===== config.mk =====
export PLATFORM = sky130hd
export DESIGN_NAME = pof_exp
export DESIGN_NICKNAME = d
export VERILOG_FILES = /design/src/hdl/primer_offset_finder_macros.svh /design/src/hdl/pof_pkg.sv /design/src/hdl/pof_exp.sv
export SDC_FILE = /design/constraint.sdc
export NUM_CORES = 2
export LEC_CHECK = 0
export BUFFER_PORTS_ARGS = -buffer_cell sky130_fd_sc_hd__buf_2
export CAP_MARGIN = 0
export CORE_UTILIZATION = 28
export DETAILED_ROUTE_END_ITERATION = 10
export SLEW_MARGIN = 40
export SYNTH_ARGS = -nofsm -noshare
export SYNTH_HDL_FRONTEND = slang
export SYNTH_SLANG_ARGS = --single-unit

===== constraint.sdc =====
create_clock -name clk -period 8.4 [get_ports clk]
set_input_delay 2.1 -clock clk [delete_from_list [all_inputs] [get_ports clk]]
set_output_delay 2.1 -clock clk [all_outputs]
set_load 0.005 [all_outputs]

===== src/hdl/primer_offset_finder_macros.svh =====
// ---------------------------------------------------------------------------
// primer offset finder assertion macros
// concurrent check forms used by the primer_offset_finder module
// ---------------------------------------------------------------------------
`ifndef PRIMER_OFFSET_FINDER_MACROS_SVH
`define PRIMER_OFFSET_FINDER_MACROS_SVH

// condition holds at every clock edge out of reset
`define POF_ASSERT_ALWAYS(label, clk, rst_n, cond) \
    label: assert property (@(posedge clk) disable iff (!rst_n) (cond)) \
        else $error("pof invariant violated");

// consequent holds in the same cycle as the antecedent
`define POF_ASSERT_IMPLY(label, clk, rst_n, ante, cons) \
    label: assert property (@(posedge clk) disable iff (!rst_n) (ante) |-> (cons)) \
        else $error("pof implication violated");

`endif


===== src/hdl/pof_pkg.sv =====
// ---------------------------------------------------------------------------
// pof_pkg
// types, constants and exp factor table for the primer offset finder
// ---------------------------------------------------------------------------
`default_nettype none

package pof_pkg;

    localparam int LOGP_BITS          = 24;
    localparam int MASK_BITS          = 4;
    localparam int OFFSET_BITS        = 10;
    localparam int SUM_BITS           = 32;
    localparam int EXP_BITS           = 17;
    localparam int QUOT_BITS          = 32;
    localparam int CFG_INDEX_BITS     = 3;
    localparam int CFG_DATA_BITS      = 64;
    localparam int PENALTY_BITS       = 16;
    localparam int PLEN_BITS          = 5;
    localparam int PRIMER_BITS        = 64;
    localparam int SEQ_MAX_DEFAULT    = 512;
    localparam int PRIMER_MAX_DEFAULT = 16;

    localparam logic [EXP_BITS-1:0]  ONE_Q16   = 17'd65536;
    localparam logic [16:0]          LOG2E_Q16 = 17'd94548;
    localparam logic [MASK_BITS-1:0] MASK_N    = 4'hF;

    localparam logic signed [LOGP_BITS-1:0] THRESHOLD_RESET = -24'sd45875;
    localparam logic [PLEN_BITS-1:0]        PLEN_RESET      = 5'd1;

    typedef enum logic [CFG_INDEX_BITS-1:0] {
        CFG_THRESHOLD = 3'd0,
        CFG_PENALTY   = 3'd1,
        CFG_REVERSE   = 3'd2,
        CFG_PRIMER    = 3'd3,
        CFG_PLEN      = 3'd4
    } pof_cfg_t;

    typedef struct packed {
        logic [MASK_BITS-1:0]        base_mask;
        logic signed [LOGP_BITS-1:0] match_logp;
        logic signed [LOGP_BITS-1:0] mismatch_logp;
        logic                        last_base;
    } pof_base_word_t;

    typedef struct packed {
        logic [OFFSET_BITS-1:0] best_offset;
        logic                   read_overflow;
    } pof_result_word_t;

    typedef struct packed {
        logic [MASK_BITS-1:0]        mask;
        logic signed [LOGP_BITS-1:0] p;
        logic signed [LOGP_BITS-1:0] np;
    } pof_entry_t;

    localparam int ENTRY_BITS = $bits(pof_entry_t);

    typedef enum logic [2:0] {
        ST_LOAD,
        ST_INIT,
        ST_INIT_EXP,
        ST_READ,
        ST_DIV,
        ST_EXP,
        ST_SCORE,
        ST_FINISH
    } pof_state_t;

    typedef enum logic [1:0] {
        EXP_IDLE,
        EXP_MUL,
        EXP_ITER,
        EXP_ROUND
    } pof_exp_state_t;

    // 2^-(2^-k) in q30, by k-fold integer square root of one half
    function automatic logic [30:0] halving_root(input int k);
        logic [63:0] cur;
        logic [63:0] v;
        logic [63:0] r;
        logic [63:0] b;
        cur = 64'd1 << 29;
        for (int j = 1; j <= 16; j++) begin
            if (j <= k) begin
                v = cur << 30;
                r = '0;
                b = 64'd1 << 62;
                for (int t = 0; t < 32; t++) begin
                    if (v >= r + b) begin
                        v = v - (r + b);
                        r = (r >> 1) + b;
                    end else begin
                        r = r >> 1;
                    end
                    b = b >> 2;
                end
                cur = r;
            end
        end
        return cur[30:0];
    endfunction

    localparam logic [30:0] ROOT_TABLE [16] = '{
        halving_root(1),  halving_root(2),  halving_root(3),  halving_root(4),
        halving_root(5),  halving_root(6),  halving_root(7),  halving_root(8),
        halving_root(9),  halving_root(10), halving_root(11), halving_root(12),
        halving_root(13), halving_root(14), halving_root(15), halving_root(16)
    };

endpackage

`default_nettype wire


===== src/hdl/pof_exp.sv =====
// ---------------------------------------------------------------------------
// pof_exp
// exp(-x) in q1.16 as 2^-(x log2 e), one fraction factor per cycle
// ---------------------------------------------------------------------------
`default_nettype none

module pof_exp (
    input  wire logic                           clk,
    input  wire logic                           rst_n,
    input  wire logic                           start,
    input  wire logic [pof_pkg::QUOT_BITS-1:0]  x,
    output logic                                done,
    output logic      [pof_pkg::EXP_BITS-1:0]   result
);

    import pof_pkg::*;

    localparam int Y_BITS = QUOT_BITS + 17;

    pof_exp_state_t        phase_reg, phase_next;
    logic                  done_reg, done_next;
    logic [QUOT_BITS-1:0]  x_reg, x_next;
    logic [Y_BITS-1:0]     y_reg, y_next;
    logic [30:0]           acc_reg, acc_next;
    logic [3:0]            k_reg, k_next;
    logic [EXP_BITS-1:0]   result_reg, result_next;
    logic [61:0]           prod;
    logic [61:0]           prod_rnd;
    logic [15:0]           frac;
    logic [Y_BITS-33:0]    whole;
    logic [32:0]           acc_rnd;

    always_comb
    begin
        phase_next  = phase_reg;
        done_next   = 1'b0;
        x_next      = x_reg;
        y_next      = y_reg;
        acc_next    = acc_reg;
        k_next      = k_reg;
        result_next = result_reg;
        frac        = y_reg[31:16];
        whole       = y_reg[Y_BITS-1:32];
        prod        = 62'(acc_reg) * 62'(ROOT_TABLE[k_reg]);
        prod_rnd    = (prod + (62'd1 << 29)) >> 30;
        acc_rnd     = 33'(acc_reg) + (33'd1 << (13 + 33'(whole[4:0])));
        unique case (phase_reg)
            EXP_IDLE:
            begin
                if (start)
                begin
                    x_next     = x;
                    phase_next = EXP_MUL;
                end
            end
            EXP_MUL:
            begin
                y_next     = Y_BITS'(x_reg) * Y_BITS'(LOG2E_Q16);
                acc_next   = 31'd1 << 30;
                k_next     = '0;
                phase_next = EXP_ITER;
            end
            EXP_ITER:
            begin
                if (frac[4'd15 - k_reg])
                begin
                    acc_next = prod_rnd[30:0];
                end
                if (k_reg == 4'd15)
                begin
                    phase_next = EXP_ROUND;
                end
                else
                begin
                    k_next = k_reg + 1'b1;
                end
            end
            EXP_ROUND:
            begin
                // integer part of 17 or more underflows to zero
                if (whole >= (Y_BITS-32)'(17))
                begin
                    result_next = '0;
                end
                else
                begin
                    result_next = EXP_BITS'(acc_rnd >> (14 + 33'(whole[4:0])));
                end
                done_next  = 1'b1;
                phase_next = EXP_IDLE;
            end
            default:
            begin
                phase_next = EXP_IDLE;
            end
        endcase
    end

    always_ff @(posedge clk or negedge rst_n)
    begin
        if (!rst_n)
        begin
            phase_reg <= EXP_IDLE;
            done_reg  <= 1'b0;
        end
        else
        begin
            phase_reg <= phase_next;
            done_reg  <= done_next;
        end
    end

    always_ff @(posedge clk)
    begin
        x_reg      <= x_next;
        y_reg      <= y_next;
        acc_reg    <= acc_next;
        k_reg      <= k_next;
        result_reg <= result_next;
    end

    assign done   = done_reg;
    assign result = result_reg;

endmodule

`default_nettype wire


==> out/results.ini <==
[outcome]
outcome = finished, violations left
violations = setup timing

[min_path]
hold_path_end = phase_reg[0]
hp-class = reg2reg
min_path_cells = 1
hold_start = phase_reg[0]

[global_route]
grt_pass1_vias = 36516
grt_pass1_wl_um = 202000
grt_usage_pct = 15.7
antenna_found_initial = 4
grt_overflow_total = 0
grt_max_degree = 35

[routing]
postRouteAntennaNets = 0
drtIter0Drc = 1833
wl_per_cell_um = 17.5
vias_per_cell = 4.58
wl_um = 126000
drc_errors = 0
first_pass_iters = 5
vias = 32947

[layout]
multi_input_area_um2 = 38100
layout-drive-gt1-share_pct = 13.7
final_util_pct = 32.8
nNetsFinal = 6582
postLayoutCellArea_um2 = 52800
area_growth_pct = 16.2
ff_latch_area_um2 = 3590
largest_register_ffs = 33
final.fill_count = 16457

[timing]
final.setup.worst_slack_ps = -46.2
period_needed_ps = 8450
fin_crit_sh_pct = 101
fin_skew_ps = 15.6
setup_viol = 5
rsz0062_at_grt = yes
drv_slew = 0
holdWs_ps = 583
hold_viol = 0
slew_headroom_pct = 42.7
tightest_slew_ps = 853
fmax_mhz = 118

[clocking]
clkTransAtPathRegs_ps = 70
insertion_delay_ps = 490
cts_num_sinks = 120
cts_tree = yes
htree_num_levels = 4
numCtsBuffers = 17
clockRootBuffer = clkbuf_16
clock_path_buffers = 2
hold_buffers = 0

[die]
core_um2 = 161000
io_pins = 53
initial_core_util_pct = 28.2
die_h_um = 405
fp-row-count = 147
fp.dieW_um = 405
dieArea_um2 = 164000

[synthesis]
synth-seq-cells = 120
syn_inst = 4819
synth-main-ff-cell = edfxtp_1
async_flop_share_pct = 2.50
syn_avg_cell_area_um2 = 9.43
netlist_area_um2 = 45500
synthDistinctLibCells = 88
yosysSeqAreaShare_pct = 7.89
synth_top_area_share_pct = 42.9
yosysTopAreaCell = fa_1
synth.area.top_cells = fa_1 43%, ha_1 15%, inv_1 9.4%, edfxtp_1 7.7%, and2_1 7.0%
ys_warn_count = 0
synth_edf_count = 117

[worst_setup_path]
worstPathRequired_ps = 8640
crit_path_max_fanout = 11
end_kind = register
r2r_slack_ps = -50
path_class = reg2reg
crit_arrival_ps = 8680
rr_worst_depth = 37
rr_endpoint = acc_reg[22]
r2r_start = k_reg[0]
cp-start-kind = register
max_stage_delay_ps = 580
worst_path_most_repeated_cell = buf_6
slowest_stage = fa_2

[placement]
routabilityCongestion = 0.898
dpl.hpwl_um = 104000
place_area_um2 = 50200
preCtsSetupSlack_ps = -547
io_buffers = 52

[flow_run]
drv_cap = 0

-- stage by stage --
stage,TNS (ps),cells
6_report,-140,7195
5_1_grt,-4120,7192
4_1_cts,-56.9,7143
3_5_place_dp,-7600,7094
3_3_place_gp,-7380,7094
2_1_floorplan,0,4830
-- worst max path at each step --
stage / from / to / slack (ps)
2_1_floorplan: k_reg[0] / acc_reg[27] / 50
3_3_place_gp: k_reg[2] / acc_reg[26] / -540
3_5_place_dp: k_reg[0] / acc_reg[26] / -550
4_1_cts: k_reg[0] / acc_reg[27] / -20
5_1_grt: k_reg[0] / acc_reg[9] / -290
6_report: k_reg[0] / acc_reg[22] / -50
-- worst max-delay path: cells and delay by family, from the launching register on --
family	cells	cell delay, ps
simple gates	4	520
mux	1	120
compound gates	8	1150
buf+inv	14	1540
fa+ha+maj	10	4460
flops	1	420
-- what timing repair did --
item                                    in CTS  in global routing
pin swaps                                   33                 72
buffers inserted                            16                 44
resized for setup                           78                220
cloned                                       2                  7
endpoints found under the setup margin      25                 28
-- routing by layer --
metal / vias up / global-route usage (%) / share of wire (%)
li1: 15016 / - / -
met1: 17026 / 20.4 / 43
met2: 736 / 27.5 / 49
met3: 167 / 1.69 / 4.3
met4: 2 / 4.28 / 3.1
met5: - / 0 / 0.0072
-- Yosys cell counts, types with 4 or more instances --
| cell type | instances |
|---|---|
| or2_2 | 11 |
| a21o_1 | 47 |
| o21ai_0 | 65 |
| o211ai_1 | 16 |
| nor2b_1 | 46 |
| a21boi_0 | 9 |
| a221oi_1 | 4 |
| nor2_1 | 129 |
| nand3_1 | 32 |
| nand2_1 | 464 |
| o21bai_1 | 11 |
| ha_1 | 555 |
| xor2_1 | 25 |
| mux4_2 | 9 |
| clkbuf_1 | 219 |
| mux2_2 | 6 |
| a211oi_1 | 14 |
| inv_1 | 1142 |
| buf_1 | 4 |
| o31ai_1 | 6 |
| xnor2_1 | 42 |
| or3_1 | 11 |
| and3_1 | 17 |
| and2_1 | 509 |
| fa_1 | 973 |
| o21a_1 | 16 |
| a31oi_1 | 18 |
| a211oi_2 | 4 |
| edfxtp_1 | 117 |
| a21oi_1 | 118 |
| o21ai_1 | 6 |
| nand4_1 | 23 |
| o311a_1 | 4 |
| o221ai_1 | 4 |
| mux2i_1 | 10 |
| o22ai_1 | 8 |
| nor3_1 | 33 |
| nand2b_1 | 13 |
| nor4_1 | 4 |
-- cell families after synthesis --
family          share of synthesized area, %
buf+inv                                 11.3
other cells                          0.00825
fa+ha+maj                               58.1
xor+xnor                                1.29
flops                                   7.89
mux                                    0.815
simple gates                            14.6
compound gates                          5.90
-- area by class of cell --
class | instances | share of cell area (%)
Multi-Input combinational cell | 3342 | 72.0
Inverter | 1146 | 8.14
Sequential cell | 120 | 6.79
Timing Repair Buffer | 392 | 6.76
Tap cell | 2160 | 5.12
Clock buffer | 17 | 0.805
Clock inverter | 15 | 0.334
Antenna cell | 3 | 0.0142
-- cell usage in the layout (no fill, tap or decap), types with 38 or more instances in the layout --
master	count
edfxtp_1	117
nand2_1	451
nor2b_1	45
inv_1	1128
ha_1	532
fa_1	941
o21ai_0	44
a21o_1	47
buf_2	52
buf_12	42
nor2_1	113
buf_4	258
xnor2_1	38
and2_1	491
a21oi_1	90
Power is not shown: default switching activity piles up to over one toggle a cycle in this logic, so the estimate is an artifact.
