### src/hdl/primer_offset_finder_macros.svh
// ---------------------------------------------------------------------------
// primer offset finder assertion macros
// concurrent check forms used by the primer_offset_finder module
// ---------------------------------------------------------------------------
`ifndef PRIMER_OFFSET_FINDER_MACROS_SVH
`define PRIMER_OFFSET_FINDER_MACROS_SVH

// condition holds at every clock edge out of reset
`define POF_ASSERT_ALWAYS(label, clk, rst_n, cond) \
    label: assert property (@(posedge clk) disable iff (!rst_n) (cond)) \
        else $error("pof invariant violated");

// consequent holds in the same cycle as the antecedent
`define POF_ASSERT_IMPLY(label, clk, rst_n, ante, cons) \
    label: assert property (@(posedge clk) disable iff (!rst_n) (ante) |-> (cons)) \
        else $error("pof implication violated");

`endif

### src/hdl/pof_ram.sv
// ---------------------------------------------------------------------------
// pof_ram
// simple dual port ram, one write and one registered read port
// ---------------------------------------------------------------------------
`default_nettype none

module pof_ram #(
    parameter int WIDTH = 8,
    parameter int DEPTH = 16
) (
    input  wire logic                     clk,
    input  wire logic                     wr_en,
    input  wire logic [$clog2(DEPTH)-1:0] wr_addr,
    input  wire logic [WIDTH-1:0]         wr_data,
    input  wire logic                     rd_en,
    input  wire logic [$clog2(DEPTH)-1:0] rd_addr,
    output logic      [WIDTH-1:0]         rd_data
);

    logic [WIDTH-1:0] mem_reg [DEPTH];
    logic [WIDTH-1:0] rd_data_reg;

    always_ff @(posedge clk)
    begin
        if (wr_en)
        begin
            mem_reg[wr_addr] <= wr_data;
        end
        if (rd_en)
        begin
            rd_data_reg <= mem_reg[rd_addr];
        end
    end

    assign rd_data = rd_data_reg;

endmodule

`default_nettype wire

### config.mk
export PLATFORM = sky130hd
export DESIGN_NAME = pof_ram
export DESIGN_NICKNAME = d
export VERILOG_FILES = /design/src/hdl/primer_offset_finder_macros.svh /design/src/hdl/pof_ram.sv
export SDC_FILE = /design/constraint.sdc
export NUM_CORES = 1
export LEC_CHECK = 0
export BUFFER_PORTS_ARGS = -buffer_cell sky130_fd_sc_hd__buf_2
export CELL_PAD_IN_SITES_DETAIL_PLACEMENT = 0
export CELL_PAD_IN_SITES_GLOBAL_PLACEMENT = 1
export CORE_ASPECT_RATIO = 1.2
export CORE_MARGIN = 2
export CORE_UTILIZATION = 50
export CTS_BUF_LIST = sky130_fd_sc_hd__clkbuf_4 sky130_fd_sc_hd__clkbuf_8
export DETAILED_ROUTE_END_ITERATION = 7
export HOLD_SLACK_MARGIN = 0.06
export PLACE_DENSITY = 0.75
export SLEW_MARGIN = 40
export SYNTH_ARGS = -nofsm -noshare
export SYNTH_HDL_FRONTEND = slang
export SYNTH_SLANG_ARGS = --single-unit
### constraint.sdc
create_clock -name clk -period 4 [get_ports clk]
set_input_delay 0.2 -clock clk [delete_from_list [all_inputs] [get_ports clk]]
set_output_delay 0.2 -clock clk [all_outputs]
set_load 0.005 [all_outputs]
==> metrics, run 1 <==
largest net degree at the start of global routing 33; H-tree Lvls 4; Post-Route WL 9040 µm; # fillers 739; post-route ant nets 0; pre-CTS setup slack 1.94 ns; flip-flop and latch area 4080 µm²; dpl cell area 5480 µm²; pins over their slew limit 0; Synth cell types 18; sequential area share after synthesis 78.1%; CP max stage delay 0.65 ns; Hold Path Cell Cnt 1; dpl hpwl 5730 µm; Net Count, Synth 248; Avg Synthesized Cell Area 22.8 µm²; Reg clk slew, reported paths 0.07 ns; final worst path period need 1.57 ns; Tot GR Track Use 17.6%; Antenna Cells 0; Worst Setup End Kind register; clk buf depth 2; Synth Warn # 0; initial core utilization 51.7%; CTS root buf clkbuf_8; met3 Use GR 4.40%; global route hottest layer met2; worst r2r dst rd_data[1]; total negative setup slack 0 ns; Wirelength per Cell 22.3 µm; final instance area 5870 µm²; crit path DAT 1.73 ns; share of cells above drive strength 1 31.1%; Placeable Area 10,100 µm²; Die W 97.3 µm; GR Overflow Total 0; Hold Vio Cnt, Final 0; CP max-delay cell mux4_1; Finish-stage setup viols 0; crit start category primary input; CTS Buf Count 17; worst reg2reg path depth 3; GPL Wtd Cong 0.745; vias per cell 5.76; Clock Skews 0.00700 ns; Mapped Area 5230 µm²; Die Ht 116 µm; Slew HR 44.6%; CTS Sinks 136; clk_lat worst skew 0.41 ns; num rows 40; global-route wire length before repair 13,900 µm; CTS tree yes; power per cell area 484 nW/µm²; peak supply drop 0.212 mV; Net count, final 286; via count 2,338; Leakage Power 1.94 nW; M1 GR Usage 22.3%; Syn-to-layout area delta 12.4%; period utilization 39.2%; Post-CTS Setup Bufs 0; PnR Total Power 0.00284 W; Hold EP rd_data[5]; Post-CTS Hold Fix Bufs 0; Worst Hold Class primary input to register; Pre-antenna DRT Iters 4; Crit Reg-Reg Startpoint mem_reg[0][1]; Mapped Cells 229; most common cell after layout, fill and taps aside edfxtp_1; port buffer count 26; critical path class primary input to register; max reg flops 128; Worst Path Required 4.17 ns; commonest non-fill, non-tap cells in the layout edfxtp_1, buf_2, mux4_2; Fmax 638 MHz; DIE AREA 11,300 µm²; PostCTS Resize Cnt 0; flop-to-flop setup slack 2.47 ns; drt initial violations 258; Worst-Margin Slew 0.828 ns; Max Cap Viol 0; Hold Crit Start rd_en; crit-path max FO 32; Final WS setup 2.43 ns; area of the multi-input gates 1090 µm²; crit-path cells buf_4 -> mux4_1 -> a22oi_1 -> nand2_1; #FFs+latches synth 136; DRC Markers 0; status completed; Global Route met2 Usage 29.3%; IO Count 27; initial antenna violation count 0; vias in the first global route 2,442; WHS 0.150 ns; RSZ-0062 raised after global routing no
==> critical path, delay by kind of cell <==
kind                   cells  cell delay [ns]
AO/OA/AOI/OAI              1             0.31
buffers and inverters      1             0.47
multiplexers               1             0.65
AND/OR/NAND/NOR            1             0.08
==> cell type report <==
type                            instances  share of cell area [%]
Timing Repair Buffer                   29                    2.64
Multi-Input combinational cell         83                    18.5
Tap cell                              126                    2.68
Clock inverter                         12                    2.26
Sequential cell                       136                    69.5
Clock buffer                           20                    4.37
==> Yosys cell counts <==
library cell,number,share of area [%]
or3b_2,1,0.17
mux4_1,14,7.0
nor3_1,4,0.38
clkdlybuf4s25_2,3,0.57
mux4_2,18,7.8
nor2_1,13,0.93
a22oi_1,16,2.3
and2b_1,1,0.14
nand3b_1,2,0.29
and2_1,1,0.12
buf_6,3,0.65
nor2b_1,1,0.12
nand3_1,1,0.096
nand2_1,9,0.65
edfxtp_1,136,78
nand2b_1,2,0.24
buf_4,1,0.14
buf_2,3,0.29
==> logic make-up after synthesis <==
kind of cell | count (synthesis) | synth area share (%)
flip-flops | 136 | 78.1
AND/OR/NAND/NOR | 35 | 3.14
multiplexers | 32 | 14.8
AO/OA/AOI/OAI | 16 | 2.30
buffers and inverters | 10 | 1.65
==> how the worst max path moves through the flow <==
stage | start | endpoint | slack (ns) | cells after the start
6_report | rd_addr[0] | rd_data[1] | 2.43 | 4
2_1_floorplan | wr_addr[2] | mem_reg[0][0] | 2.31 | 2
3_5_place_dp | rd_addr[0] | rd_data[1] | 1.94 | 4
3_3_place_gp | rd_addr[0] | rd_data[1] | 1.61 | 4
5_1_grt | rd_addr[0] | rd_data[1] | 2.37 | 4
4_1_cts | rd_addr[0] | rd_data[1] | 2.40 | 4
==> routing by layer <==
layer  up-vias  wire length (µm)
met2        71              4680
met5         -                 0
met3        12               440
met4         0               153
met1      1202              3770
li1       1053                 -
==> where the power goes <==
group,switching [W],leakage [nW],total [W],internal [W]
Clock,0.000468,0.209,0.00109,0.000625
Sequential,0.00000704,1.24,0.00161,0.00160
Combinational,0.0000799,0.492,0.000136,0.0000563
Total,0.000555,1.94,0.00284,0.00229
==> per-stage QoR <==
stage	util [%]	cells
6_report	58.1	406
5_1_grt	58.1	406
4_1_cts	58.0	406
3_5_place_dp	54.2	374
3_3_place_gp	54.0	374
2_1_floorplan	-	229
Power figures use the tool's default switching activity.
==> run 2, diff against run 1 <==
- PLACE_DENSITY: 0.75 -> 0.78
- clock period: 4 -> 1.3 ns (I/O delays scaled with it)
==> metrics, run 2 (synthesized netlist as in run 1, its figures left out) <==
part of the power in registers 53.5% (was 56.7%); CP max stage delay 0.47 ns (was 0.65 ns); critical path class register to register (was primary input to register); met3 Use GR 4.83% (was 4.40%); Comb power frac 5.4% (was 4.8%); Core Util, Final 61.2% (was 58.1%); DIE AREA 11,300 µm² (unchanged); crit-path cells mux4_2 -> a22oi_2 -> nand2_1 (was buf_4 -> mux4_1 -> a22oi_1 -> nand2_1); Wirelength per Cell 22.8 µm (was 22.3 µm); share of cells above drive strength 1 38.9% (was 31.1%); period utilization 112%; Worst-Margin Slew 0.819 ns (was 0.828 ns); Global Route met2 Usage 31.8% (was 29.3%); CTS tree yes (unchanged); failing checks negative setup slack; Final WS setup -0.154 ns (was 2.43 ns); Sw Ratio 19.8% (was 19.5%); largest net degree at the start of global routing 17 (was 33); Net count, final 317 (was 286); Post-Route WL 9980 µm (was 9040 µm); most common cell after layout, fill and taps aside edfxtp_1 (unchanged); Tot GR Track Use 19.3% (was 17.6%); commonest non-fill, non-tap cells in the layout edfxtp_1, mux4_2, buf_2 (was edfxtp_1, buf_2, mux4_2); M1 GR Usage 24.9% (was 22.3%); dpl hpwl 6490 µm (was 5730 µm); worst path bufs/invs 0 (was 1); WHS 0.189 ns (was 0.150 ns); Reg clk slew, reported paths 0.07 ns (about the same); DRC Markers 0 (unchanged); Finish-stage setup viols 8 (was 0); num rows 40 (unchanged); vias per cell 5.75 (was 5.76); CTS root buf clkbuf_8 (unchanged); Clock Skews 0.0127 ns (was 0.00700 ns); Slew HR 45.3% (was 44.6%); drt initial violations 236 (was 258); initial antenna violation count 0 (unchanged); global route hottest layer met2 (unchanged); crit-path max FO 1 (was 32); CTS Sinks 136 (unchanged); RSZ-0062 raised after global routing yes (was no); PnR Total Power 0.00929 W (was 0.00284 W); crit path DAT 1.63 ns (was 1.73 ns); Fmax 688 MHz; Worst Setup End Kind register (unchanged); port buffer count 26 (unchanged); pins over their slew limit 0 (unchanged); H-tree Lvls 4 (unchanged); peak supply drop 0.731 mV (was 0.212 mV); power per cell area 1500 nW/µm² (was 484 nW/µm²); Syn-to-layout area delta 18.3% (was 12.4%); Hold Vio Cnt, Final 0 (unchanged); GPL Wtd Cong 0.787 (was 0.745); via count 2,513 (was 2,338); CTS Buf Count 17 (unchanged); Die Ht 116 µm (unchanged); IO Count 27 (unchanged); initial core utilization 51.7% (unchanged); global-route wire length before repair 15,200 µm (was 13,900 µm); clock share of power 41.1% (was 38.5%); crit start category register (was primary input); total negative setup slack -0.609 ns (was 0 ns); switching power total 0.00184 W (was 0.000555 W); Placeable Area 10,100 µm² (unchanged); status complete, but fails checks (was completed); vias in the first global route 2,556 (was 2,442); clk buf depth 2 (unchanged); Pre-antenna DRT Iters 4 (unchanged); Max Cap Viol 0 (unchanged); CP top delay family multiplexers (unchanged); post-route ant nets 0 (unchanged); CP max-delay cell mux4_2 (was mux4_1); Worst Hold Class primary input to register (unchanged); GR Overflow Total 0 (unchanged); pre-CTS setup slack -0.449 ns (was 1.94 ns); Leakage Power 2.05 nW (was 1.94 nW); Pint 0.00745 W (was 0.00229 W); max reg flops 128 (unchanged); clk_lat worst skew 0.44 ns (was 0.41 ns); Worst Path Required 1.48 ns (was 4.17 ns); Antenna Cells 0 (unchanged); Die W 97.3 µm (unchanged); final worst path period need 1.45 ns
run 2: changes by cell type in the layout (fill, tap and decap cells not counted), sizes merged:
cell	delta
clkinvlp	+4
clkbuf	-2
bufinv	+2
dlygate4sd3	+9
buf	+22
clkinv	-4
run 2: per-stage QoR:
step                      instances  instance area, µm²
after floorplan                 229                5220
after global placement          396                5630
after detailed placement        396                5630
after CTS                       437                6180
after global routing            437                6180
final                           437                6180
run 2: worst min-delay path: cells and delay by family:
kind	cells	cell delay (ns)
simple gates	1	0.06
buf+inv	2	0.32
run 2: layout make-up:
class                   instances  area [µm²]
fillers                       698        3930
flip-flops and latches        136        4080
repair buffers                 60         445
well taps                     126         158
clock inverters                14         205
clock buffers                  18         241
multi-input cells              83        1050
run 2: path summary, 6_finish.rpt:
path / start / end / slack (ns) / cells after the start
setup / recovery: mem_reg[8][5] / rd_data[5] / -0.15 / 3
hold / removal: wr_addr[1] / mem_reg[0][0] / 0.19 / 3
setup reg to reg: mem_reg[8][5] / rd_data[5] / -0.15 / 3
hold reg to reg: mem_reg[14][2] / rd_data[2] / 0.76 / 3
run 2: timing repair:
item / in CTS / in global routing
hold buffers: 9 / 0
pin swaps: 7 / 1
setup buffers: 0 / 0
resized for setup: 12 / 1
setup endpoints to repair: 8 / 8
hold endpoints to repair: 136 / 0
run 2: power by group through the flow:
stage | Sequential, W | Clock [W] | Combinational, W
after global placement | 0.00506 | 0 | 0.000457
after floorplan | 0.00505 | 0 | 0.000259
after global routing | 0.00497 | 0.00404 | 0.000547
after CTS | 0.00497 | 0.00386 | 0.000510
after detailed placement | 0.00506 | 0 | 0.000469
final | 0.00497 | 0.00382 | 0.000506
run 2: metal layers:
metal,share of wire (%),up-vias,wire [µm]
li1,-,1103,-
met1,40,1292,3960
met2,52,104,5190
met3,6.6,14,657
met4,1.8,0,176
met5,0,-,0
==> run 3, diff against run 2 <==
==> constraint.sdc (replaced) <==
create_clock -name clk -period 1.3 [get_ports clk]
set_input_delay 0.26 -clock clk [delete_from_list [all_inputs] [get_ports clk]]
set_output_delay 0.26 -clock clk [all_outputs]
set_load 0.005 [all_outputs]
==> metrics, run 3 (synthesized netlist as in run 1, its figures left out) <==
status complete, but fails checks (unchanged); failing checks negative setup slack (unchanged); Core Util, Final 61.6% (was 61.2%); DIE AREA 11,300 µm² (unchanged); crit path DAT 1.58 ns (was 1.63 ns); CTS Buf Count 17 (unchanged); IO Count 27 (unchanged); initial antenna violation count 0 (unchanged); Worst Hold Class primary input to register (unchanged); vias per cell 5.74 (was 5.75); Hold Path Cell Cnt 1 (was 3); DP Cell Count 403 (was 396); worst reg2reg path depth 3 (unchanged); num rows 40 (unchanged); Wirelength per Cell 22.6 µm (was 22.8 µm); dpl hpwl 6530 µm (was 6490 µm); share of cells above drive strength 1 44.7% (was 38.9%); Leakage Power 2.07 nW (was 2.05 nW); Net count, final 315 (was 317); port buffer count 26 (unchanged); Hold Vio Cnt, Final 0 (unchanged); RSZ-0062 raised after global routing yes (unchanged); Antenna Cells 0 (unchanged); H-tree Lvls 4 (unchanged); Worst Path Required 1.48 ns (about the same); Tot GR Track Use 19.1% (was 19.3%); critical path class register to register (unchanged); Placeable Area 10,100 µm² (unchanged); largest net degree at the start of global routing 17 (unchanged); Post-Route WL 9840 µm (was 9980 µm); Pre-antenna DRT Iters 5 (was 4); CTS Sinks 136 (unchanged); GPL Wtd Cong 0.798 (was 0.787); pins over their slew limit 0 (unchanged); crit start category register (unchanged); period utilization 107% (was 112%); via count 2,499 (was 2,513); commonest non-fill, non-tap cells in the layout edfxtp_1, mux4_2, buf_2 (unchanged); CP max-delay cell mux4_2 (unchanged); # fillers 720 (was 698); Final WS setup -0.0966 ns (was -0.154 ns); initial core utilization 51.7% (unchanged); Clock Skews 0.00509 ns (was 0.0127 ns); WP depth 3 (unchanged); clk buf depth 2 (unchanged); peak supply drop 0.603 mV (was 0.731 mV); CTS tree yes (unchanged); most common cell after layout, fill and taps aside edfxtp_1 (unchanged); Worst-Margin Slew 0.924 ns (was 0.819 ns); worst path bufs/invs 0 (unchanged); Reg clk slew, reported paths 0.07 ns (about the same); Slew HR 38.3% (was 45.3%); Die W 97.3 µm (unchanged); CP max stage delay 0.48 ns (was 0.47 ns); Syn-to-layout area delta 19.1% (was 18.3%); Fmax 716 MHz (was 688 MHz); power per cell area 1420 nW/µm² (was 1500 nW/µm²); CTS root buf clkbuf_8 (unchanged); final worst path period need 1.40 ns (was 1.45 ns); crit-path cells mux4_2 -> a22oi_2 -> nand2_1 (unchanged); CP top delay family multiplexers (unchanged); drt initial violations 154 (was 236); max reg flops 128 (unchanged); Final Non-Filler Cells 435 (was 437); Max Cap Viol 0 (unchanged); Die Ht 116 µm (unchanged); Finish-stage setup viols 8 (unchanged); crit-path max FO 1 (unchanged); GR Overflow Total 0 (unchanged); post-route ant nets 0 (unchanged); Post-CTS Setup Bufs 0 (unchanged); clk_lat worst skew 0.43 ns (was 0.44 ns); Post-CTS Hold Fix Bufs 0 (was 9); Worst Setup End Kind register (unchanged); global-route wire length before repair 15,100 µm (was 15,200 µm); DRC Markers 0 (unchanged); vias in the first global route 2,727 (was 2,556)
[run 3: changes by cell type in the layout (fill, tap and decap cells not counted), moves of 4 or more]
| cell | delta |
|---|---|
| dlygate4sd3_1 | -9 |
| buf_12 | +7 |
| a22oi_1 | -4 |
| a22oi_2 | +4 |
[run 3: final cells by class]
type                       count  area, µm²  area share (%)
clock buffer                  20        256            4.12
multi-input combinational     83       1100            17.6
clock inverter                12        133            2.13
sequential                   136       4080            65.6
tap                          126        158            2.53
timing repair buffer          58        495            7.96
[run 3: power breakdown]
part | internal [W] | switching [W] | total (W)
Combinational | 0.000254 | 0.000282 | 0.000536
Sequential | 0.00494 | 0.0000272 | 0.00496
Clock | 0.00192 | 0.00145 | 0.00337
[run 3: what timing repair did]
item	4_1_cts	5_1_grt
resized for setup	7	5
pin swaps	3	2
endpoints found under the setup margin	8	8
[run 3: path summary, 6_finish.rpt]
check / startpoint / end / slack, ns
worst max-delay path: mem_reg[2][5] / rd_data[5] / -0.1
worst min-delay path: rd_en / rd_data[3] / 0.19
worst max register to register: mem_reg[2][5] / rd_data[5] / -0.1
worst min register to register: mem_reg[4][4] / rd_data[4] / 0.76
[run 3: routing by layer]
metal  vias to the layer above  GRT usage [%]  wire [µm]
met4                         0           6.94        147
li1                       1096              -          -
met1                      1305           22.0       3950
met5                         -              0          0
met3                        14           6.27        454
met2                        84           33.9       5290
[run 3: through the flow]
| step | TNS (ns) | setup slack [ns] | total power [W] | cell area [µm²] | hold slack, ns |
|---|---|---|---|---|---|
| floorplan | -1.78 | -0.160 | 0.00533 | 5250 | 0.359 |
| global placement | -11.77 | -0.507 | 0.00556 | 5780 | 0.629 |
| detailed placement | -13.08 | -0.514 | 0.00558 | 5780 | 0.634 |
| CTS | -0.803 | -0.119 | 0.00893 | 6200 | 0.163 |
| global route | -1.08 | -0.159 | 0.00916 | 6220 | 0.164 |
| finish | -0.615 | -0.0966 | 0.00887 | 6220 | 0.191 |
[run 3: worst reg2reg max path, stage by stage (launching register included)]
cell,delay [ns]
edfxtp_1,0.38
mux4_2,0.48
a22oi_2,0.20
nand2_1,0.09
