[config.mk]
export PLATFORM = sky130hd
export DESIGN_NAME = pof_div
export DESIGN_NICKNAME = d
export VERILOG_FILES = /design/src/hdl/primer_offset_finder_macros.svh /design/src/hdl/pof_pkg.sv /design/src/hdl/pof_div.sv
export SDC_FILE = /design/constraint.sdc
export NUM_CORES = 1
export LEC_CHECK = 0
export BUFFER_PORTS_ARGS = -buffer_cell sky130_fd_sc_hd__buf_4
export CORE_MARGIN = 2
export CORE_UTILIZATION = 45
export DETAILED_ROUTE_END_ITERATION = 10
export MAX_ROUTING_LAYER = met4
export PLACE_DENSITY = 0.78
export SLEW_MARGIN = 0
export SYNTH_ARGS = -nofsm -noshare
export SYNTH_HDL_FRONTEND = slang
export SYNTH_SLANG_ARGS = --single-unit
[constraint.sdc]
create_clock -name clk -period 2.6 [get_ports clk]
set_input_delay 0.13 -clock clk [delete_from_list [all_inputs] [get_ports clk]]
set_output_delay 0.13 -clock clk [all_outputs]
set_load 0.1 [all_outputs]
[src/hdl/primer_offset_finder_macros.svh]
// ---------------------------------------------------------------------------
// primer offset finder assertion macros
// concurrent check forms used by the primer_offset_finder module
// ---------------------------------------------------------------------------
`ifndef PRIMER_OFFSET_FINDER_MACROS_SVH
`define PRIMER_OFFSET_FINDER_MACROS_SVH

// condition holds at every clock edge out of reset
`define POF_ASSERT_ALWAYS(label, clk, rst_n, cond) \
    label: assert property (@(posedge clk) disable iff (!rst_n) (cond)) \
        else $error("pof invariant violated");

// consequent holds in the same cycle as the antecedent
`define POF_ASSERT_IMPLY(label, clk, rst_n, ante, cons) \
    label: assert property (@(posedge clk) disable iff (!rst_n) (ante) |-> (cons)) \
        else $error("pof implication violated");

`endif

[src/hdl/pof_pkg.sv]
// ---------------------------------------------------------------------------
// pof_pkg
// types, constants and exp factor table for the primer offset finder
// ---------------------------------------------------------------------------
`default_nettype none

package pof_pkg;

    localparam int LOGP_BITS          = 24;
    localparam int MASK_BITS          = 4;
    localparam int OFFSET_BITS        = 10;
    localparam int SUM_BITS           = 32;
    localparam int EXP_BITS           = 17;
    localparam int QUOT_BITS          = 32;
    localparam int CFG_INDEX_BITS     = 3;
    localparam int CFG_DATA_BITS      = 64;
    localparam int PENALTY_BITS       = 16;
    localparam int PLEN_BITS          = 5;
    localparam int PRIMER_BITS        = 64;
    localparam int SEQ_MAX_DEFAULT    = 512;
    localparam int PRIMER_MAX_DEFAULT = 16;

    localparam logic [EXP_BITS-1:0]  ONE_Q16   = 17'd65536;
    localparam logic [16:0]          LOG2E_Q16 = 17'd94548;
    localparam logic [MASK_BITS-1:0] MASK_N    = 4'hF;

    localparam logic signed [LOGP_BITS-1:0] THRESHOLD_RESET = -24'sd45875;
    localparam logic [PLEN_BITS-1:0]        PLEN_RESET      = 5'd1;

    typedef enum logic [CFG_INDEX_BITS-1:0] {
        CFG_THRESHOLD = 3'd0,
        CFG_PENALTY   = 3'd1,
        CFG_REVERSE   = 3'd2,
        CFG_PRIMER    = 3'd3,
        CFG_PLEN      = 3'd4
    } pof_cfg_t;

    typedef struct packed {
        logic [MASK_BITS-1:0]        base_mask;
        logic signed [LOGP_BITS-1:0] match_logp;
        logic signed [LOGP_BITS-1:0] mismatch_logp;
        logic                        last_base;
    } pof_base_word_t;

    typedef struct packed {
        logic [OFFSET_BITS-1:0] best_offset;
        logic                   read_overflow;
    } pof_result_word_t;

    typedef struct packed {
        logic [MASK_BITS-1:0]        mask;
        logic signed [LOGP_BITS-1:0] p;
        logic signed [LOGP_BITS-1:0] np;
    } pof_entry_t;

    localparam int ENTRY_BITS = $bits(pof_entry_t);

    typedef enum logic [2:0] {
        ST_LOAD,
        ST_INIT,
        ST_INIT_EXP,
        ST_READ,
        ST_DIV,
        ST_EXP,
        ST_SCORE,
        ST_FINISH
    } pof_state_t;

    typedef enum logic [1:0] {
        EXP_IDLE,
        EXP_MUL,
        EXP_ITER,
        EXP_ROUND
    } pof_exp_state_t;

    // 2^-(2^-k) in q30, by k-fold integer square root of one half
    function automatic logic [30:0] halving_root(input int k);
        logic [63:0] cur;
        logic [63:0] v;
        logic [63:0] r;
        logic [63:0] b;
        cur = 64'd1 << 29;
        for (int j = 1; j <= 16; j++) begin
            if (j <= k) begin
                v = cur << 30;
                r = '0;
                b = 64'd1 << 62;
                for (int t = 0; t < 32; t++) begin
                    if (v >= r + b) begin
                        v = v - (r + b);
                        r = (r >> 1) + b;
                    end else begin
                        r = r >> 1;
                    end
                    b = b >> 2;
                end
                cur = r;
            end
        end
        return cur[30:0];
    endfunction

    localparam logic [30:0] ROOT_TABLE [16] = '{
        halving_root(1),  halving_root(2),  halving_root(3),  halving_root(4),
        halving_root(5),  halving_root(6),  halving_root(7),  halving_root(8),
        halving_root(9),  halving_root(10), halving_root(11), halving_root(12),
        halving_root(13), halving_root(14), halving_root(15), halving_root(16)
    };

endpackage

`default_nettype wire

[src/hdl/pof_div.sv]
// ---------------------------------------------------------------------------
// pof_div
// restoring divider, one quotient bit per cycle
// ---------------------------------------------------------------------------
`default_nettype none

module pof_div #(
    parameter int DIVISOR_BITS = 10
) (
    input  wire logic                             clk,
    input  wire logic                             rst_n,
    input  wire logic                             start,
    input  wire logic [pof_pkg::QUOT_BITS-1:0]    dividend,
    input  wire logic [DIVISOR_BITS-1:0]          divisor,
    output logic                                  done,
    output logic      [pof_pkg::QUOT_BITS-1:0]    quotient
);

    import pof_pkg::*;

    localparam int CNT_W = $clog2(QUOT_BITS);

    logic                    busy_reg, busy_next;
    logic                    done_reg, done_next;
    logic [CNT_W-1:0]        cnt_reg, cnt_next;
    logic [DIVISOR_BITS-1:0] rem_reg, rem_next;
    logic [DIVISOR_BITS-1:0] dsr_reg, dsr_next;
    logic [QUOT_BITS-1:0]    quot_reg, quot_next;
    logic [DIVISOR_BITS:0]   trial;
    logic [DIVISOR_BITS:0]   diff;

    always_comb
    begin
        busy_next = busy_reg;
        cnt_next  = cnt_reg;
        rem_next  = rem_reg;
        dsr_next  = dsr_reg;
        quot_next = quot_reg;
        done_next = 1'b0;
        trial     = {rem_reg, quot_reg[QUOT_BITS-1]};
        diff      = trial - {1'b0, dsr_reg};
        if (start)
        begin
            busy_next = 1'b1;
            cnt_next  = CNT_W'(QUOT_BITS - 1);
            rem_next  = '0;
            dsr_next  = divisor;
            quot_next = dividend;
        end
        else if (busy_reg)
        begin
            if (trial >= {1'b0, dsr_reg})
            begin
                rem_next  = diff[DIVISOR_BITS-1:0];
                quot_next = {quot_reg[QUOT_BITS-2:0], 1'b1};
            end
            else
            begin
                rem_next  = trial[DIVISOR_BITS-1:0];
                quot_next = {quot_reg[QUOT_BITS-2:0], 1'b0};
            end
            if (cnt_reg == '0)
            begin
                busy_next = 1'b0;
                done_next = 1'b1;
            end
            else
            begin
                cnt_next = cnt_reg - 1'b1;
            end
        end
    end

    always_ff @(posedge clk or negedge rst_n)
    begin
        if (!rst_n)
        begin
            busy_reg <= 1'b0;
            done_reg <= 1'b0;
        end
        else
        begin
            busy_reg <= busy_next;
            done_reg <= done_next;
        end
    end

    always_ff @(posedge clk)
    begin
        cnt_reg  <= cnt_next;
        rem_reg  <= rem_next;
        dsr_reg  <= dsr_next;
        quot_reg <= quot_next;
    end

    assign done     = done_reg;
    assign quotient = quot_reg;

endmodule

`default_nettype wire

==> results of run 1 <==
## metrics by stage
step	setup WS [ps]	setup TNS, ps	power, mW
finish	279	0	3.35
global route	115	0	3.52
global placement	329	0	2.57
detailed placement	296	0	2.59
floorplan	-233	-616	2.33
CTS	281	0	3.38
## synth_stat cells, drive strengths merged (2+ instances only)
cell,count
o22ai,2
buf,5
mux2,33
ha,11
nand3,5
a211oi,8
edfxtp,42
a31oi,4
nor2,13
dfrtp,2
o31a,2
and3,2
a21o,6
dfxtp,15
o21bai,2
nor3b,2
nand2b,4
inv,14
a21oi,3
nor2b,4
xor2,4
clkbuf,3
o21ai,3
xnor2,4
nand2,9
nor3,3
mux2i,4
## metal layers
metal  vias up  global-route usage (%)  share of wire, %  wire length (um)
li1       1015                       -                 -                 -
met2        67                    28.7                47              2750
met4         0                    7.48               1.8               107
met5         -                       -                 0                 0
met3        11                    4.45               5.7               335
met1       970                    22.1                46              2680
## power groups by stage
stage | clock [mW] | combinational, mW | sequential [mW]
after floorplan | 0 | 0.628 | 1.70
after global placement | 0 | 1.31 | 1.26
after detailed placement | 0 | 1.32 | 1.26
after CTS | 0.784 | 1.35 | 1.25
after global routing | 0.817 | 1.43 | 1.26
final | 0.763 | 1.34 | 1.25
## cell type report
class                   instances  area (sq um)
well taps                      77          96.3
repair buffers                 91           711
flip-flops and latches         59          1610
multi-input cells             141          1190
inverters                      14          52.6
clock buffers                  12           135
fillers                       504          2440
clock inverters                 4          41.3
## worst max path at each step
stage | startpoint | cells past startpoint | slack [ps] | to
after floorplan | quotient[31]$_DFFE_PP_ | 9 | -230 | rem_reg[0]$_SDFFE_PP0P_
after global placement | quotient[31]$_DFFE_PP_ | 10 | 330 | rem_reg[8]$_SDFFE_PP0P_
after detailed placement | quotient[31]$_DFFE_PP_ | 10 | 300 | rem_reg[8]$_SDFFE_PP0P_
after CTS | quotient[31]$_DFFE_PP_ | 10 | 280 | rem_reg[8]$_SDFFE_PP0P_
after global routing | quotient[31]$_DFFE_PP_ | 10 | 120 | rem_reg[8]$_SDFFE_PP0P_
final | quotient[31]$_DFFE_PP_ | 10 | 280 | rem_reg[8]$_SDFFE_PP0P_
## logic make-up (layout without fill, tap and decap cells)
kind of cell / Yosys count / after routing / share of synthesized area (%)
mux: 37 / 37 / 14.4
buf+inv: 22 / 121 / 3.13
simple gates: 47 / 47 / 8.57
xor+xnor: 8 / 8 / 2.44
flops: 59 / 59 / 56.0
compound gates: 37 / 37 / 9.88
fa+ha+maj: 12 / 12 / 5.48
## worst reg2reg max path, cell delays in order, from the launching register on
cell	delay (ps)
sky130_fd_sc_hd__edfxtp_1	390
sky130_fd_sc_hd__inv_1	90
sky130_fd_sc_hd__ha_1	160
sky130_fd_sc_hd__inv_1	60
sky130_fd_sc_hd__fa_2	370
sky130_fd_sc_hd__a211oi_2	260
sky130_fd_sc_hd__nor3_1	90
sky130_fd_sc_hd__o31a_1	290
sky130_fd_sc_hd__or3_1	300
sky130_fd_sc_hd__nand3_1	90
sky130_fd_sc_hd__a311oi_1	100
## timing repair
action                    4_1_cts  5_1_grt
hold buffers                   11        0
hold endpoints to repair       12        0
gates resized for setup         0        0
==> reports/qor.yml, run 1 <==
status: "complete, no violations"
report.final.hold_viol_count: 0
vias: 2063
grt_max_degree: 37
final_net_count: 373
antenna_cells: 0
number_of_enable_type_register_cells_in_the_synthesized_netlist: 42
async_reset_ff_share_pct: 3.39
cts_setup_buffers: 0
netlist-cell-type-count: 48
path_delay_family: "compound AO/OA/AOI/OAI gates"
pwr-share-clk_pct: 22.8
via_count_of_the_first_global_routing_pass: 2144
totalWireLength_mm: 5.86
final_cells: 398
detailed_place.area_sq_um: 3550
fp-row-count: 29
final_area_sq_um: 3830
critical_path_buf_inv_count: 2
dp_cells: 371
yosys_register_bits: 59
std_cell_core_area_sq_um: 6280
max-slew-margin-rel_pct: 66.6
final_core_utilization_pct: 61.1
worst_clock_skew_ps: 4.98
starting_density_of_the_core_pct: 45.8
synth_top_area_cell: "sky130_fd_sc_hd__edfxtp_1"
grt_pass1_wl_mm: 9.80
synth-seq-area-share_pct: 56.0
clkLatencyLatePin_ps: 330
power-per-cell-area_nw_per_um2: 874
endpoint_worst_hold: "quotient[21]$_DFFE_PP_"
critical_path_peak_fanout: 3
syn-instance-count: 222
crit_arrival_ps: 2500
final_period_demand_of_the_worst_path_ps: 2320
yosys.area.top_type_share_pct: 43.9
hp-start: "dividend[21]"
max_cap_viols: 0
sw_frac_of_total_pct: 38.3
worstReg2RegEnd: "rem_reg[8]$_SDFFE_PP0P_"
area.growth.synth_to_final_pct: 33.3
antenna_found_initial: 0
max_freq_ghz: 0.431
combPwrFrac_pct: 40.0
post_drt_wl_per_cell_um: 14.7
drt.antenna.violating_nets: 0
floorplan.die_area_sq_um: 7050
mostFrequentLayoutCell: "sky130_fd_sc_hd__buf_4"
cts_max_path_bufs: 2
gp_congestion: 0.827
rsz0062_at_grt: "no"
floorplan.die.width_um: 83.9
synthesized_area_sq_um: 2880
clkTransAtPathRegs_ps: 60
syn_nets: 279
hold_depth: 2
final_cell_mix: "80 x sky130_fd_sc_hd__buf_4, 42 x sky130_fd_sc_hd__edfxtp_1, 32 x sky130_fd_sc_hd__mux2_2, 15 x sky130_fd_sc_hd__dfxtp_1, 14 x sky130_fd_sc_hd__inv_1"
timing.critical_path.to_type: "flop"
largest_register_ffs: 32
yosys_warnings: 0
rr_startpoint: "quotient[31]$_DFFE_PP_"
synth_area_per_cell_sq_um: 13.0
synth.area.top_cells: "sky130_fd_sc_hd__edfxtp_1 44%, sky130_fd_sc_hd__mux2_2 13%, sky130_fd_sc_hd__dfxtp_1 10%"
drt-pass1-iter-count: 4
holdWs_ps: 97.6
worst_slew_pin_slew_ps: 501
drc: 0
finalCritPeriodShare_pct: 89.3
worst_path_max_delay_cell: "sky130_fd_sc_hd__edfxtp_1"
timing.hold.worst.class: "in -> reg"
grt.overflow.total: 0
io_buf_count: 77
numCtsBuffers: 9
vdd_ir_drop_max_mv: 0.637
critPathRequiredTime_ps: 2780
slew_violations: 0
tritoncts: "built"
crit_path_cell_trace: "inv_1 -> ha_1 -> inv_1 -> fa_2 -> a211oi_2 -> nor3_1 -> o31a_1 -> or3_1 -> nand3_1 -> a311oi_1"
die_height_um: 83.9
sequential_group_share_of_total_power_pct: 37.2
cpPeakStageDelay_ps: 390
critical_path.most_common_cell: "sky130_fd_sc_hd__inv_1"
cts_htree_levels: 3
worstSetupPathType: "reg -> reg"
viasPerCell: 5.18
io_pins: 78
power.switching_mw: 1.28
root_buffer: "sky130_fd_sc_hd__clkbuf_8"
dominantRegCellSynth: "sky130_fd_sc_hd__edfxtp_1"
post-dp-hpwl_mm: 4.13
setup.reg_to_reg.worst_slack_ps: 280
clock-sinks: 59
internal-power_mw: 2.07
report.final.setup_viol: 0
worst_r2r_path_depth: 10
drtIter0Drc: 74
power.leakage_nw: 1.66
groute.usage.overall_pct: 18.1
drive_above_1_share_pct: 41.7
critical_path.startpoint_type: "flop"
Note: power is estimated with default switching activity, not from simulation.
==> run 2, diff against run 1 <==
--- a/config.mk
+++ b/config.mk
@@ -5,12 +5,13 @@
 export SDC_FILE = /design/constraint.sdc
 export NUM_CORES = 1
 export LEC_CHECK = 0
+export ABC_AREA = 1
 export BUFFER_PORTS_ARGS = -buffer_cell sky130_fd_sc_hd__buf_4
 export CORE_MARGIN = 2
 export CORE_UTILIZATION = 45
 export DETAILED_ROUTE_END_ITERATION = 10
 export MAX_ROUTING_LAYER = met4
-export PLACE_DENSITY = 0.78
+export PLACE_DENSITY = 0.77
 export SLEW_MARGIN = 0
 export SYNTH_ARGS = -nofsm -noshare
 export SYNTH_HDL_FRONTEND = slang
==> constraint.sdc (replaced) <==
create_clock -name clk -period 2.6 [get_ports clk]
set_input_delay 0.39 -clock clk [delete_from_list [all_inputs] [get_ports clk]]
set_output_delay 0.39 -clock clk [all_outputs]
set_load 0.1 [all_outputs]
==> run 2 against run 1 <==
Power increased by 13%. Design area increased by 2.5%. Routed wire length increased by 19%. Critical path depth increased by 2. Clock-buffer cell count unchanged. Die area increased by 6.0%. Core utilization decreased by 2.2 points. Register-to-register slack improved by 390 ps. Non-clock buffer count decreased by 9. First-iteration DRC count increased by 110%. Combinational power increased by 18%. Cell count increased by 34%.
==> reports/qor.yml, run 2 <==
clkLatencyLatePin_ps: 330  # about the same
drt.antenna.violating_nets: 0  # unchanged
antenna_cells: 0  # unchanged
floorplan.die.width_um: 86.4  # +2.9%
gp_congestion: 0.863  # +4.3%
fp-row-count: 30  # +3.4%
area.growth.synth_to_final_pct: 28.7
synth_commonest_cells: "164 x sky130_fd_sc_hd__nand2_1, 45 x sky130_fd_sc_hd__inv_1, 42 x sky130_fd_sc_hd__edfxtp_1"
power.leakage_nw: 2.04  # +23%
internal-power_mw: 2.27  # +9.8%
synth_top_area_cell: "sky130_fd_sc_hd__edfxtp_1"
via_count_of_the_first_global_routing_pass: 2569  # +20%
final_cell_mix: "164 x sky130_fd_sc_hd__nand2_1, 81 x sky130_fd_sc_hd__buf_4, 45 x sky130_fd_sc_hd__inv_1, 42 x sky130_fd_sc_hd__edfxtp_1, 22 x sky130_fd_sc_hd__nand3_1"
yosys_warnings: 0  # unchanged
netlist-cell-type-count: 30  # -38%
max_cap_viols: 0  # unchanged
slew_violations: 0  # unchanged
cts_htree_levels: 3  # unchanged
syn_nets: 422  # +51%
grt_max_degree: 47  # +27%
synthesized_area_sq_um: 3060  # +6.3%
max-slew-margin-rel_pct: 50.4  # -16 points
worst_clock_skew_ps: 5.15  # +0.173 ps
synth_area_per_cell_sq_um: 8.37  # -35%
starting_density_of_the_core_pct: 45.7  # -0.074 points
sequential_group_share_of_total_power_pct: 33.3  # -3.9 points
clkTransAtPathRegs_ps: 70  # about the same
sw_frac_of_total_pct: 40.2  # +1.9 points
vias: 2614  # +27%
pwr-share-clk_pct: 25.1  # +2.3 points
std_cell_core_area_sq_um: 6680  # +6.4%
timing.critical_path.to_type: "flop"
yosys.area.top_type_share_pct: 41.3  # -2.6 points
grt_pass1_wl_mm: 11.4  # +16%
critical_path.most_common_cell: "sky130_fd_sc_hd__nand2_1"
number_of_enable_type_register_cells_in_the_synthesized_netlist: 42  # unchanged
groute.usage.overall_pct: 20.3  # +2.2 points
synth-seq-area-share_pct: 52.7  # -3.3 points
cts_setup_buffers: 0  # unchanged
cpPeakStageDelay_ps: 420  # +30 ps
combPwrFrac_pct: 41.6  # +1.6 points
final_tns_setup_ps: 0  # unchanged
numCtsBuffers: 9  # unchanged
final_period_demand_of_the_worst_path_ps: 1930  # -395 ps
path_delay_family: "simple AND/OR/NAND/NOR gates"
critical_path.startpoint_type: "flop"
report.final.hold_viol_count: 0  # unchanged
timing.hold.worst.class: "in -> reg"
crit_arrival_ps: 2150  # -350 ps
mostFrequentLayoutCell: "sky130_fd_sc_hd__nand2_1"
async_reset_ff_share_pct: 3.39  # unchanged
antenna_found_initial: 0  # unchanged
drt-pass1-iter-count: 4  # unchanged
clock-sinks: 59  # unchanged
totalWireLength_mm: 6.95  # +19%
floorplan.die_area_sq_um: 7460  # +6.0%
power-per-cell-area_nw_per_um2: 966  # +10%
synth.area.top_cells: "sky130_fd_sc_hd__edfxtp_1 41%, sky130_fd_sc_hd__nand2_1 20%, sky130_fd_sc_hd__dfxtp_1 9.8%"
yosys_register_bits: 59  # unchanged
die_height_um: 86.4  # +2.9%
max_freq_ghz: 0.519  # +20%
vdd_ir_drop_max_mv: 0.544  # -14%
critical_path_buf_inv_count: 2  # unchanged
status: "complete, no violations"
finalCritPeriodShare_pct: 74.1  # -15 points
worstSetupPathType: "reg -> reg"
post_drt_wl_per_cell_um: 13.1  # -11%
io_buf_count: 77  # unchanged
crit_path_cell_trace: "inv_1 -> ha_1 -> inv_1 -> fa_1 -> nand3_1 -> nand2_1 -> nand2_1 -> nand3b_1 -> nand2_1 -> nand2_1 -> nand3_1 -> nand2_1"
viasPerCell: 4.91  # -5.2%
drtIter0Drc: 157  # +110%
syn-instance-count: 365  # +64%
synth_most_common_cell: "sky130_fd_sc_hd__nand2_1"
drive_above_1_share_pct: 24.1  # -18 points
worst_slew_pin_slew_ps: 742  # +241 ps
root_buffer: "sky130_fd_sc_hd__clkbuf_8"
post-dp-hpwl_mm: 4.99  # +21%
largest_register_ffs: 32  # unchanged
worst_path_max_delay_cell: "sky130_fd_sc_hd__fa_1"
io_pins: 78  # unchanged
drc: 0  # unchanged
cts_max_path_bufs: 2  # unchanged
critical_path_peak_fanout: 4  # +1
report.final.setup_viol: 0  # unchanged
final_net_count: 504  # +35%
dominantRegCellSynth: "sky130_fd_sc_hd__edfxtp_1"
critPathRequiredTime_ps: 2830  # +50 ps
tritoncts: "built"
grt.overflow.total: 0  # unchanged
power.switching_mw: 1.53  # +19%
rsz0062_at_grt: "no"
final_core_utilization_pct: 58.8  # -2.2 points
==> run 2: changes by cell type in the layout (fill, tap and decap cells not counted), moves of 5 or more <==
cell                            previous run  this run
sky130_fd_sc_hd__mux2_2                   32         0
sky130_fd_sc_hd__a21o_1                    5         0
sky130_fd_sc_hd__dlygate4sd3_1            11         1
sky130_fd_sc_hd__nand2_1                   8       164
sky130_fd_sc_hd__a211oi_1                  6         0
sky130_fd_sc_hd__inv_1                    14        45
sky130_fd_sc_hd__nand3b_1                  1         6
sky130_fd_sc_hd__nand3_1                   4        22
==> run 2: through the flow <==
stage	instance area (sq um)	hold WS, ps	std cells	power, mW	setup WS, ps
2_1_floorplan	3060	94.4	365	2.52	314
3_3_place_gp	3690	173	515	2.83	636
3_5_place_dp	3690	173	515	2.85	645
4_1_cts	3930	214	532	3.82	666
5_1_grt	3930	205	532	4.05	431
6_report	3930	231	532	3.80	673
==> run 2: kinds of logic (layout without fill, tap and decap cells) <==
logic type | after synthesis | after routing | share of synthesized area (%)
buffers and inverters | 56 | 143 | 7.82
flip-flops | 59 | 59 | 52.7
adder cells (fa/ha/maj) | 12 | 12 | 5.16
AO/OA/AOI/OAI | 16 | 16 | 2.99
XOR/XNOR | 3 | 3 | 0.860
AND/OR/NAND/NOR | 219 | 219 | 30.4
==> run 2: worst paths after layout <==
path                                    startpoint                       to  slack, ps  depth (start not counted)
setup / recovery            quotient[31]$_DFFE_PP_  rem_reg[6]$_SDFFE_PP0P_        670                         12
min in group asynchronous                    rst_n           done$_DFF_PN0_        390                          2
max in group asynchronous                    rst_n       busy_reg$_DFF_PN0_       2120                          2
hold reg to reg            cnt_reg[0]$_SDFFE_PP1P_  cnt_reg[0]$_SDFFE_PP1P_        480                          2
setup reg to reg            quotient[31]$_DFFE_PP_  rem_reg[6]$_SDFFE_PP0P_        670                         12
hold / removal                          divisor[1]     dsr_reg[1]$_DFFE_PP_        230                          1
==> run 2: timing repair <==
item / in CTS / in global routing
endpoints found under the setup margin: 0 / 0
gates resized for setup: 0 / 0
hold endpoints to repair: 2 / 0
hold buffers: 1 / 0
==> run 2: area by class of cell <==
type                            instances  area (sq um)
Sequential cell                        59          1610
Clock buffer                           12           155
Tap cell                               80           100
Multi-Input combinational cell        250          1200
Inverter                               45           169
Fill cell                             593          2750
Clock inverter                          4          72.6
Timing Repair Buffer                   82           618
==> run 2: power groups by stage <==
stage | clock network, mW | logic, mW | registers, mW
finish | 0.953 | 1.58 | 1.26
detailed placement | 0 | 1.57 | 1.28
global route | 1.03 | 1.74 | 1.28
floorplan | 0 | 0.890 | 1.63
global placement | 0 | 1.55 | 1.28
CTS | 0.976 | 1.58 | 1.26
==> run 2: metal layers <==
metal / vias up / global-route usage, % / part of all wire [%]
li1: 1320 / - / -
met1: 1187 / 25.1 / 44
met2: 101 / 31.5 / 47
met3: 6 / 7.05 / 7.9
met4: 0 / 6.11 / 1.1
met5: - / - / 0
